## src/hw/rtl/mrrs_pkg.sv

```systemverilog
// Package for the multicore round-robin scheduler: sizes, opcodes and the
// ready-queue command struct. No dependencies; used by every module of the block.
`default_nettype none

package mrrs_pkg;

   localparam int NUM_CORES    = 4;
   localparam int QUEUE_DEPTH  = 16;
   localparam int TASK_ID_BITS = 10;

   // Quantum registers: one per core slot of the register map.
   localparam int NUM_QREGS  = 4;
   localparam int QREG_IDX_W = 2;
   localparam int QUANTUM_W  = 10;
   localparam logic [QUANTUM_W-1:0] QUANTUM_RESET = QUANTUM_W'(4);

   // Field widths of the stream payloads.
   localparam int OPCODE_W  = 2;
   localparam int CORE_W    = 2;
   localparam int TASK_W    = 10;
   localparam int SLICE_W   = 10;
   localparam int CSR_IDX_W = 4;

   localparam int CORE_IDX_W = (NUM_CORES > 1) ? $clog2(NUM_CORES) : 1;
   localparam int HEAD_W     = $clog2(QUEUE_DEPTH);
   localparam int COUNT_W    = $clog2(QUEUE_DEPTH + 1);

   typedef enum logic [OPCODE_W-1:0] {
      OP_LOAD  = 2'd0,
      OP_TICK  = 2'd1,
      OP_BLOCK = 2'd2,
      OP_EXIT  = 2'd3
   } opcode_type;

   typedef logic [TASK_ID_BITS-1:0] task_id_type;

   typedef struct packed {
      logic pop;
      logic push;
   } queue_cmd_type;

endpackage

`default_nettype wire

```

## src/hw/rtl/multicore_round_robin_scheduler.sv

```systemverilog
// Top level of the multicore round-robin scheduler: input register, scheduling
// decision, per-core state and result register. Depends on mrrs_pkg and mrrs_ready_queue.
//
//   Channel  Direction  Handshake                Payload
//   req_     in         req_tvalid / req_tready  tuser: opcode; tdata: core, task_id
//   rsp_     out        rsp_tvalid / rsp_tready  tdata: next_task; tuser: idle, dropped
//   csr_     in         csr_valid / csr_ready    csr_index, csr_data (quantum per core)
//
// One transaction is taken per clock cycle while rsp_tready is high. The decision is
// made while the transaction sits in the input register and is loaded into the result
// register once that register is free or being emptied. Reset is synchronous and active
// high; it empties the queue, idles every core and sets each quantum to 4. Queue storage
// is not cleared and needs no clearing pass.
// With rsp_tready low the result holds, the input register takes one more
// transaction, and req_tready then drops until the result is taken.
`default_nettype none

module multicore_round_robin_scheduler (
   input  wire logic                               clock,
   input  wire logic                               reset,
   // Request stream
   input  wire logic                               req_tvalid,
   output logic                                    req_tready,
   input  wire logic [15:0]                        req_tdata,  // [1:0] core, [11:2] task_id
   input  wire logic [mrrs_pkg::OPCODE_W-1:0]      req_tuser,  // [1:0] opcode
   // Response stream
   output logic                                    rsp_tvalid,
   input  wire logic                               rsp_tready,
   output logic [15:0]                             rsp_tdata,  // [9:0] next_task
   output logic [1:0]                              rsp_tuser,  // [0] next_is_idle, [1] load_dropped
   // Configuration writes
   input  wire logic                               csr_valid,
   output logic                                    csr_ready,
   input  wire logic [mrrs_pkg::CSR_IDX_W-1:0]     csr_index,
   input  wire logic [mrrs_pkg::QUANTUM_W-1:0]     csr_data
);
   import mrrs_pkg::*;

   // Input register
   logic                     s1_valid_ff, s1_valid_in;
   opcode_type               s1_op_ff;
   logic [CORE_W-1:0]        s1_core_ff;
   logic [TASK_W-1:0]        s1_tid_ff;

   // Result register
   logic                     out_valid_ff, out_valid_in;
   logic [TASK_W-1:0]        out_task_ff, out_task_in;
   logic                     out_idle_ff, out_idle_in;
   logic                     out_dropped_ff, out_dropped_in;

   // Scheduler state
   logic [QUANTUM_W-1:0]     quantum_ff [NUM_QREGS];
   logic [SLICE_W-1:0]       slice_ff [NUM_CORES];
   logic [SLICE_W-1:0]       slice_in [NUM_CORES];
   task_id_type              task_ff [NUM_CORES];
   task_id_type              task_in [NUM_CORES];
   logic [NUM_CORES-1:0]     idle_ff, idle_in;

   // Queue interface
   queue_cmd_type            q_cmd;
   task_id_type              q_push_data;
   task_id_type              q_head;
   logic [COUNT_W-1:0]       q_count;

   logic                     advance;
   logic                     core_ok;
   logic [CORE_IDX_W-1:0]    core_idx;
   logic [QUANTUM_W-1:0]     quantum_sel;
   logic [SLICE_W:0]         slice_next;
   logic                     wrap;
   logic                     q_empty;
   logic                     q_full;

   // The decision runs when the input register holds a transaction and the
   // result register is free or being emptied in this cycle.
   assign advance    = s1_valid_ff && (!out_valid_ff || rsp_tready);
   assign req_tready = !s1_valid_ff || advance;
   assign s1_valid_in = (req_tvalid && req_tready) || (s1_valid_ff && !advance);
   assign out_valid_in = advance || (out_valid_ff && !rsp_tready);

   assign csr_ready = 1'b1;

   always_ff @(posedge clock) begin
      if (reset) begin
         s1_valid_ff  <= 1'b0;
         out_valid_ff <= 1'b0;
      end else begin
         s1_valid_ff  <= s1_valid_in;
         out_valid_ff <= out_valid_in;
      end
   end

   always_ff @(posedge clock) begin
      if (req_tvalid && req_tready) begin
         s1_op_ff   <= opcode_type'(req_tuser);
         s1_core_ff <= req_tdata[1:0];
         s1_tid_ff  <= req_tdata[11:2];
      end
      if (advance) begin
         out_task_ff    <= out_task_in;
         out_idle_ff    <= out_idle_in;
         out_dropped_ff <= out_dropped_in;
      end
   end

   // Quantum registers; an index past the register list is ignored.
   always_ff @(posedge clock) begin
      if (reset) begin
         for (int i = 0; i < NUM_QREGS; i++) begin
            quantum_ff[i] <= QUANTUM_RESET;
         end
      end else if (csr_valid && csr_ready && (csr_index < CSR_IDX_W'(NUM_QREGS))) begin
         quantum_ff[csr_index[QREG_IDX_W-1:0]] <= csr_data;
      end
   end

   always_ff @(posedge clock) begin
      if (reset) begin
         for (int i = 0; i < NUM_CORES; i++) begin
            slice_ff[i] <= '0;
            task_ff[i]  <= '0;
         end
         idle_ff <= '1;
      end else begin
         for (int i = 0; i < NUM_CORES; i++) begin
            slice_ff[i] <= slice_in[i];
            task_ff[i]  <= task_in[i];
         end
         idle_ff <= idle_in;
      end
   end

   mrrs_ready_queue u_ready_queue (
      .clock     (clock),
      .reset     (reset),
      .cmd       (q_cmd),
      .push_data (q_push_data),
      .head_data (q_head),
      .count     (q_count)
   );

   assign q_empty = (q_count == '0);
   assign q_full  = (q_count >= COUNT_W'(QUEUE_DEPTH));

   // Scheduling decision for the transaction in the input register.
   always_comb begin
      core_ok     = (int'(s1_core_ff) < NUM_CORES) && (int'(s1_core_ff) < NUM_QREGS);
      core_idx    = CORE_IDX_W'(s1_core_ff);
      quantum_sel = quantum_ff[s1_core_ff[QREG_IDX_W-1:0]];
      slice_next  = {1'b0, slice_ff[core_idx]} + 1'b1;
      // Wrap by compare: a quantum of zero behaves as one, and a counter left
      // above a lowered quantum wraps on its next tick.
      wrap        = (slice_next >= {1'b0, quantum_sel});

      for (int i = 0; i < NUM_CORES; i++) begin
         slice_in[i] = slice_ff[i];
         task_in[i]  = task_ff[i];
      end
      idle_in     = idle_ff;
      q_cmd       = '0;
      q_push_data = task_id_type'(s1_tid_ff);

      out_task_in    = '0;
      out_idle_in    = 1'b0;
      out_dropped_in = 1'b0;

      if (advance) begin
         if (s1_op_ff == OP_LOAD) begin
            // A load into a full queue is discarded and flagged.
            out_dropped_in = q_full;
            q_cmd.push     = !q_full;
         end else if (!core_ok) begin
            out_idle_in = 1'b1;
         end else begin
            case (s1_op_ff)
               OP_EXIT: begin
                  slice_in[core_idx] = '0;
                  if (q_empty) begin
                     idle_in[core_idx] = 1'b1;
                     task_in[core_idx] = '0;
                  end else begin
                     q_cmd.pop         = 1'b1;
                     task_in[core_idx] = q_head;
                     idle_in[core_idx] = 1'b0;
                  end
               end
               OP_TICK, OP_BLOCK: begin
                  if (idle_ff[core_idx]) begin
                     // An idle core picks up the head at once; its counter stays.
                     if (!q_empty) begin
                        q_cmd.pop         = 1'b1;
                        task_in[core_idx] = q_head;
                        idle_in[core_idx] = 1'b0;
                     end
                  end else begin
                     slice_in[core_idx] = wrap ? '0 : slice_next[SLICE_W-1:0];
                     // Rotation pops the head and pushes the running task in the
                     // same cycle, so it never overflows the queue.
                     if (wrap && !q_empty) begin
                        q_cmd.pop         = 1'b1;
                        q_cmd.push        = 1'b1;
                        q_push_data       = task_ff[core_idx];
                        task_in[core_idx] = q_head;
                     end
                  end
               end
               default: begin
                  out_idle_in = 1'b1;
               end
            endcase
            out_idle_in = idle_in[core_idx];
            out_task_in = idle_in[core_idx] ? '0 : TASK_W'(task_in[core_idx]);
         end
      end
   end

   assign rsp_tvalid = out_valid_ff;
   assign rsp_tdata  = 16'(out_task_ff);
   assign rsp_tuser  = {out_dropped_ff, out_idle_ff};

   a_load_not_idle: assert property (@(posedge clock) disable iff (reset)
      (out_valid_ff && out_dropped_ff) |-> (!out_idle_ff && out_task_ff == '0))
      else $error("dropped load result carries a task or idle flag");

   a_idle_zero_task: assert property (@(posedge clock) disable iff (reset)
      (out_valid_ff && out_idle_ff) |-> out_task_ff == '0)
      else $error("idle result carries a nonzero task id");

   a_drop_when_full: assert property (@(posedge clock) disable iff (reset)
      (advance && s1_op_ff == OP_LOAD && q_full) |=> (out_valid_ff && out_dropped_ff))
      else $error("load into a full queue was not flagged");

   a_input_held: assert property (@(posedge clock) disable iff (reset)
      (s1_valid_ff && !advance) |=> (s1_valid_ff && $stable(s1_tid_ff)))
      else $error("input register lost a pending transaction");

endmodule

`default_nettype wire

```

## src/hw/rtl/mrrs_ready_queue.sv

```systemverilog
// Shared ready queue of task ids: a circular register file with head and count.
// Depends on mrrs_pkg for the depth, id width and command struct.
`default_nettype none

module mrrs_ready_queue (
   input  wire logic                   clock,
   input  wire logic                   reset,
   input  wire mrrs_pkg::queue_cmd_type cmd,
   input  wire mrrs_pkg::task_id_type  push_data,
   output mrrs_pkg::task_id_type       head_data,
   output logic [mrrs_pkg::COUNT_W-1:0] count
);
   import mrrs_pkg::*;

   localparam int SUM_W = COUNT_W + 1;

   task_id_type               entry_ff [QUEUE_DEPTH];
   logic [HEAD_W-1:0]         head_ff, head_in;
   logic [COUNT_W-1:0]        count_ff, count_in;
   logic [SUM_W-1:0]          tail_sum;
   logic [HEAD_W-1:0]         tail;

   // Tail from the old head and count; a pop and push together land in the
   // same slot as a push after the pop would.
   always_comb begin
      tail_sum = SUM_W'(head_ff) + SUM_W'(count_ff);
      if (tail_sum >= SUM_W'(QUEUE_DEPTH)) begin
         tail = HEAD_W'(tail_sum - SUM_W'(QUEUE_DEPTH));
      end else begin
         tail = HEAD_W'(tail_sum);
      end

      head_in = head_ff;
      if (cmd.pop) begin
         head_in = (head_ff == HEAD_W'(QUEUE_DEPTH - 1)) ? '0 : head_ff + 1'b1;
      end

      count_in = count_ff;
      if (cmd.push && !cmd.pop) begin
         count_in = count_ff + 1'b1;
      end else if (cmd.pop && !cmd.push) begin
         count_in = count_ff - 1'b1;
      end
   end

   always_ff @(posedge clock) begin
      if (reset) begin
         head_ff  <= '0;
         count_ff <= '0;
      end else begin
         head_ff  <= head_in;
         count_ff <= count_in;
      end
   end

   always_ff @(posedge clock) begin
      if (cmd.push) begin
         entry_ff[tail] <= push_data;
      end
   end

   assign head_data = entry_ff[head_ff];
   assign count     = count_ff;

   a_count_bound: assert property (@(posedge clock) disable iff (reset)
      count_ff <= COUNT_W'(QUEUE_DEPTH))
      else $error("ready queue holds more entries than its depth");

   a_no_pop_empty: assert property (@(posedge clock) disable iff (reset)
      cmd.pop |-> count_ff != '0)
      else $error("pop from an empty ready queue");

   a_no_push_full: assert property (@(posedge clock) disable iff (reset)
      (cmd.push && !cmd.pop) |-> count_ff != COUNT_W'(QUEUE_DEPTH))
      else $error("push into a full ready queue");

endmodule

`default_nettype wire

```

## config.mk

```make
export PLATFORM = sky130hd
export DESIGN_NAME = multicore_round_robin_scheduler
export DESIGN_NICKNAME = d
export VERILOG_FILES = /design/src/hw/rtl/mrrs_pkg.sv /design/src/hw/rtl/multicore_round_robin_scheduler.sv /design/src/hw/rtl/mrrs_ready_queue.sv
export SDC_FILE = /design/constraint.sdc
export NUM_CORES = 1
export LEC_CHECK = 0
export BUFFER_PORTS_ARGS = -buffer_cell sky130_fd_sc_hd__buf_2
export CAP_MARGIN = 25
export CELL_PAD_IN_SITES_DETAIL_PLACEMENT = 1
export CELL_PAD_IN_SITES_GLOBAL_PLACEMENT = 1
export CORE_MARGIN = 5
export CORE_UTILIZATION = 50
export DETAILED_ROUTE_END_ITERATION = 12
export PLACE_DENSITY = 0.81
export SLEW_MARGIN = 0
export SYNTH_ARGS = -nofsm -noshare
export SYNTH_HDL_FRONTEND = slang
export SYNTH_HIERARCHICAL = 1
export SYNTH_SLANG_ARGS = --single-unit
```

## constraint.sdc

```tcl
create_clock -name clock -period 5.7 [get_ports clock]
set_input_delay 0.285 -clock clock [delete_from_list [all_inputs] [get_ports clock]]
set_output_delay 0.285 -clock clock [all_outputs]
set_load 0.005 [all_outputs]
```

==> impl_metrics.yaml <==
status:
  status: "finished, final reports clean"
floorplanning:
  fp.dieW_um: 191
  coreArea_mm2: 0.0324
  fp-row-count: 66
  die_height_um: 191
  start_util_pct: 50.4
  dieArea_mm2: 0.0364
  ioPinCount: 58
global_route:
  grtUsageTotal_pct: 26.2
  grt_max_degree: 80
  grt-ovfl-total: 0
  grt_pass1_vias: 12800
  antenna_found_initial: 0
  grt_pass1_wl_um: 74000
place:
  place_ws_ns: 0.0900
  place_inst: 1758
  postPlaceCellArea_mm2: 0.0169
  hpwl_um: 30700
  port_buffers: 46
  gp_congestion: 0.864
worst_setup_path:
  crit_type: "flop to flop"
  ff2ff_path_depth: 23
  cp-end-kind: "flop"
  arrival_ns: 5.78
  r2r_slack_ns: 0.33
  startpoint_type: "flop"
  cp.required_ns: 6.12
  crit_path_max_fanout: 11
  timing.rr.end: "u_ready_queue/count[3]$_SDFFE_PP0P_"
timing:
  period_minus_slack_ns: 5.37
  fmax_mhz: 186
  setup_violations: 0
  maxSlewHeadroom_pct: 26.6
  worstMarginPinSlew_ns: 1.10
  hold_viol: 0
  clock_skew_ns: 0.0249
  finalCritPeriodShare_pct: 94.2
  whs_ns: 0.0583
  layout_setup_ws_ns: 0.332
  finalMaxSlewViolations: 0
  tns_ns: 0
yosys:
  ys_seq_elements: 327
  synth_edf_count: 226
  synth_xor_area_share_pct: 0.805
  synthArstFlopShare_pct: 0
  synthFlopType: "edfxtp_1"
  synth.cell_area_mm2: 0.0163
  synth.top_cell.area_share_pct: 41.6
  yosysTopAreaCell: "edfxtp_1"
  synth_compound_area_share_pct: 12.4
  netlist_instances: 1332
  synth_top_family_by_area: "multiplexers"
  synth.mux.area_fraction_pct: 15.2
  ys_seq_area_share_pct: 54.0
  synth-adder-area-share_pct: 1.85
  synthSimpleGateAreaFrac_pct: 12.1
  post_synth_main_area_contributors: "edfxtp_1 42%, dfxtp_1 12%, mux4_2 7.2%"
  syn_avg_cell_area_um2: 12.3
  ys_warn_count: 6
  synth.distinct_cells: 73
min_path:
  hold_class: "input pin to flop"
  holdPathStages: 2
  hold_start: "csr_data[3]"
  holdPathEnd: "quantum_ff[2][3]$_SDFFCE_PN0P_"
detailed_routing:
  wirelength_um: 47800
  drtIter0Drc: 1210
  drc: 0
  drt_pre_antenna_iters: 7
  wire_per_inst_um: 26.0
  drt.antenna.violating_nets: 0
  via_per_inst: 6.54
  num_vias: 12000
cells_and_area:
  drive_above_1_share_pct: 20.3
  final_common_cell: "edfxtp_1"
  antenna_cells: 0
  layout_common_cells: "226 x edfxtp_1, 133 x nor2_1, 120 x nand2_1"
  design_area_mm2: 0.0183
  synthToLayoutAreaGrowth_pct: 12.0
  fin_util_pct: 56.5
  stdcell_count: 1837
  final_nets: 1430
power_and_ir_drop:
  power_density_mw_per_mm2: 309
  p_total_mw: 5.65
  power_leakage_nw: 6.66
  vdd_drop_max_v: 0.000181
clock_tree:
  h-tree-depth: 2
  cts_max_path_buffers: 3
  cts_tree: "built"
  cts-root-buf: "clkbuf_16"
  clkSlewWorstSetupHoldPaths_ns: 0.06
  clock_latency_ns: 0.55
  clkSinkCount: 327
  cts-buffers-inserted: 36
flow_run:
  drv_cap: 0
timing repair:
item,in CTS,in global routing
gates resized for setup,1,3
setup endpoints to repair,1,2
pin swaps,0,1
buffers inserted,0,1
hold endpoints to repair,17,0
hold buffers,15,0
where the power goes:
group	leakage (nW)	switching [mW]	internal, mW
registers	2.89	0.0512	2.59
logic	3.20	0.454	0.237
clock network	0.570	0.955	1.36
per-layer routing:
layer | wire length, um | track usage, % | part of all wire, % | vias to the layer above
li1 | - | - | - | 5218
met1 | 18800 | 33.3 | 39 | 6045
met2 | 23200 | 44.0 | 49 | 598
met3 | 3560 | 4.83 | 7.4 | 160
met4 | 2220 | 11.4 | 4.6 | 0
met5 | 0 | 0 | 0 | -
synthesized netlist by cell type, types with 10 or more instances:
library cell,number
o221ai_1,18
nand3_1,29
nor2_1,135
mux2i_1,28
inv_1,20
buf_1,16
and3_1,20
nand4_1,11
o21ai_0,25
a222oi_1,17
ha_1,21
and2_1,49
buf_4,11
a21oi_1,60
mux4_1,18
clkbuf_1,64
a31oi_1,12
o221a_2,20
buf_2,12
mux2_2,48
a22oi_1,51
nand2_1,120
mux4_2,52
dfxtp_1,101
edfxtp_1,226
o211ai_1,10
cell families (layout without fill, tap and decap cells):
family,count (synthesis),count (layout)
compound gates,271,271
xor+xnor,15,15
fa+ha+maj,23,23
buf+inv,130,188
flops,327,327
mux,147,147
other cells,2,7
simple gates,417,417
area by class of cell:
class | instances | area [um2]
Clock buffer | 40 | 936
Clock inverter | 23 | 221
Fill cell | 3336 | 14100
Inverter | 20 | 75.1
Multi-Input combinational cell | 880 | 6960
Sequential cell | 327 | 8810
Tap cell | 442 | 553
Timing Repair Buffer | 105 | 722
sequential cells by signal, summed over array words and instances (netlist names), 2 cells and up, named ones only:
name / count
u_ready_queue/head_ff: 4
task_ff: 40
quantum_ff: 40
s1_op_ff: 2
core_idx: 2
s1_tid_ff: 10
u_ready_queue/count: 5
out_task_ff: 10
u_ready_queue/entry_ff: 160
idle_ff: 4
slice_ff: 40
worst max-delay path by stage:
stage               startpoint  slack [ns]                                  end  depth (start not counted)
finish                    flop        0.33  u_ready_queue/count[3]$_SDFFE_PP0P_                         23
global route              flop       -0.02  u_ready_queue/count[4]$_SDFFE_PP0P_                         23
CTS                       flop        0.13  u_ready_queue/count[3]$_SDFFE_PP0P_                         22
detailed placement        flop        0.09  u_ready_queue/count[3]$_SDFFE_PP0P_                         22
global placement          flop        0.37  u_ready_queue/count[4]$_SDFFE_PP0P_                         22
floorplan                 flop        0.82  u_ready_queue/count[4]$_SDFFE_PP0P_                         19
critical path, cell delays in order (launching register included):
cell and delay [ns]:
dfxtp_4 0.44, buf_6 0.22, mux4_2 0.58, ha_1 0.28, and3_1 0.19, nand2_1 0.10
xnor2_1 0.21, ha_1 0.25, a211oi_1 0.08, o21ai_0 0.12, a211oi_2 0.08, buf_4 0.16
o211ai_4 0.30, a21oi_1 0.12, nor4_1 0.34, buf_4 0.21, inv_1 0.07, ha_1 0.20
inv_1 0.15, ha_1 0.26, a21o_1 0.18, a21oi_1 0.22, nor4_1 0.08, or3_1 0.41
No activity file was read; power rests on OpenSTA's default activity.
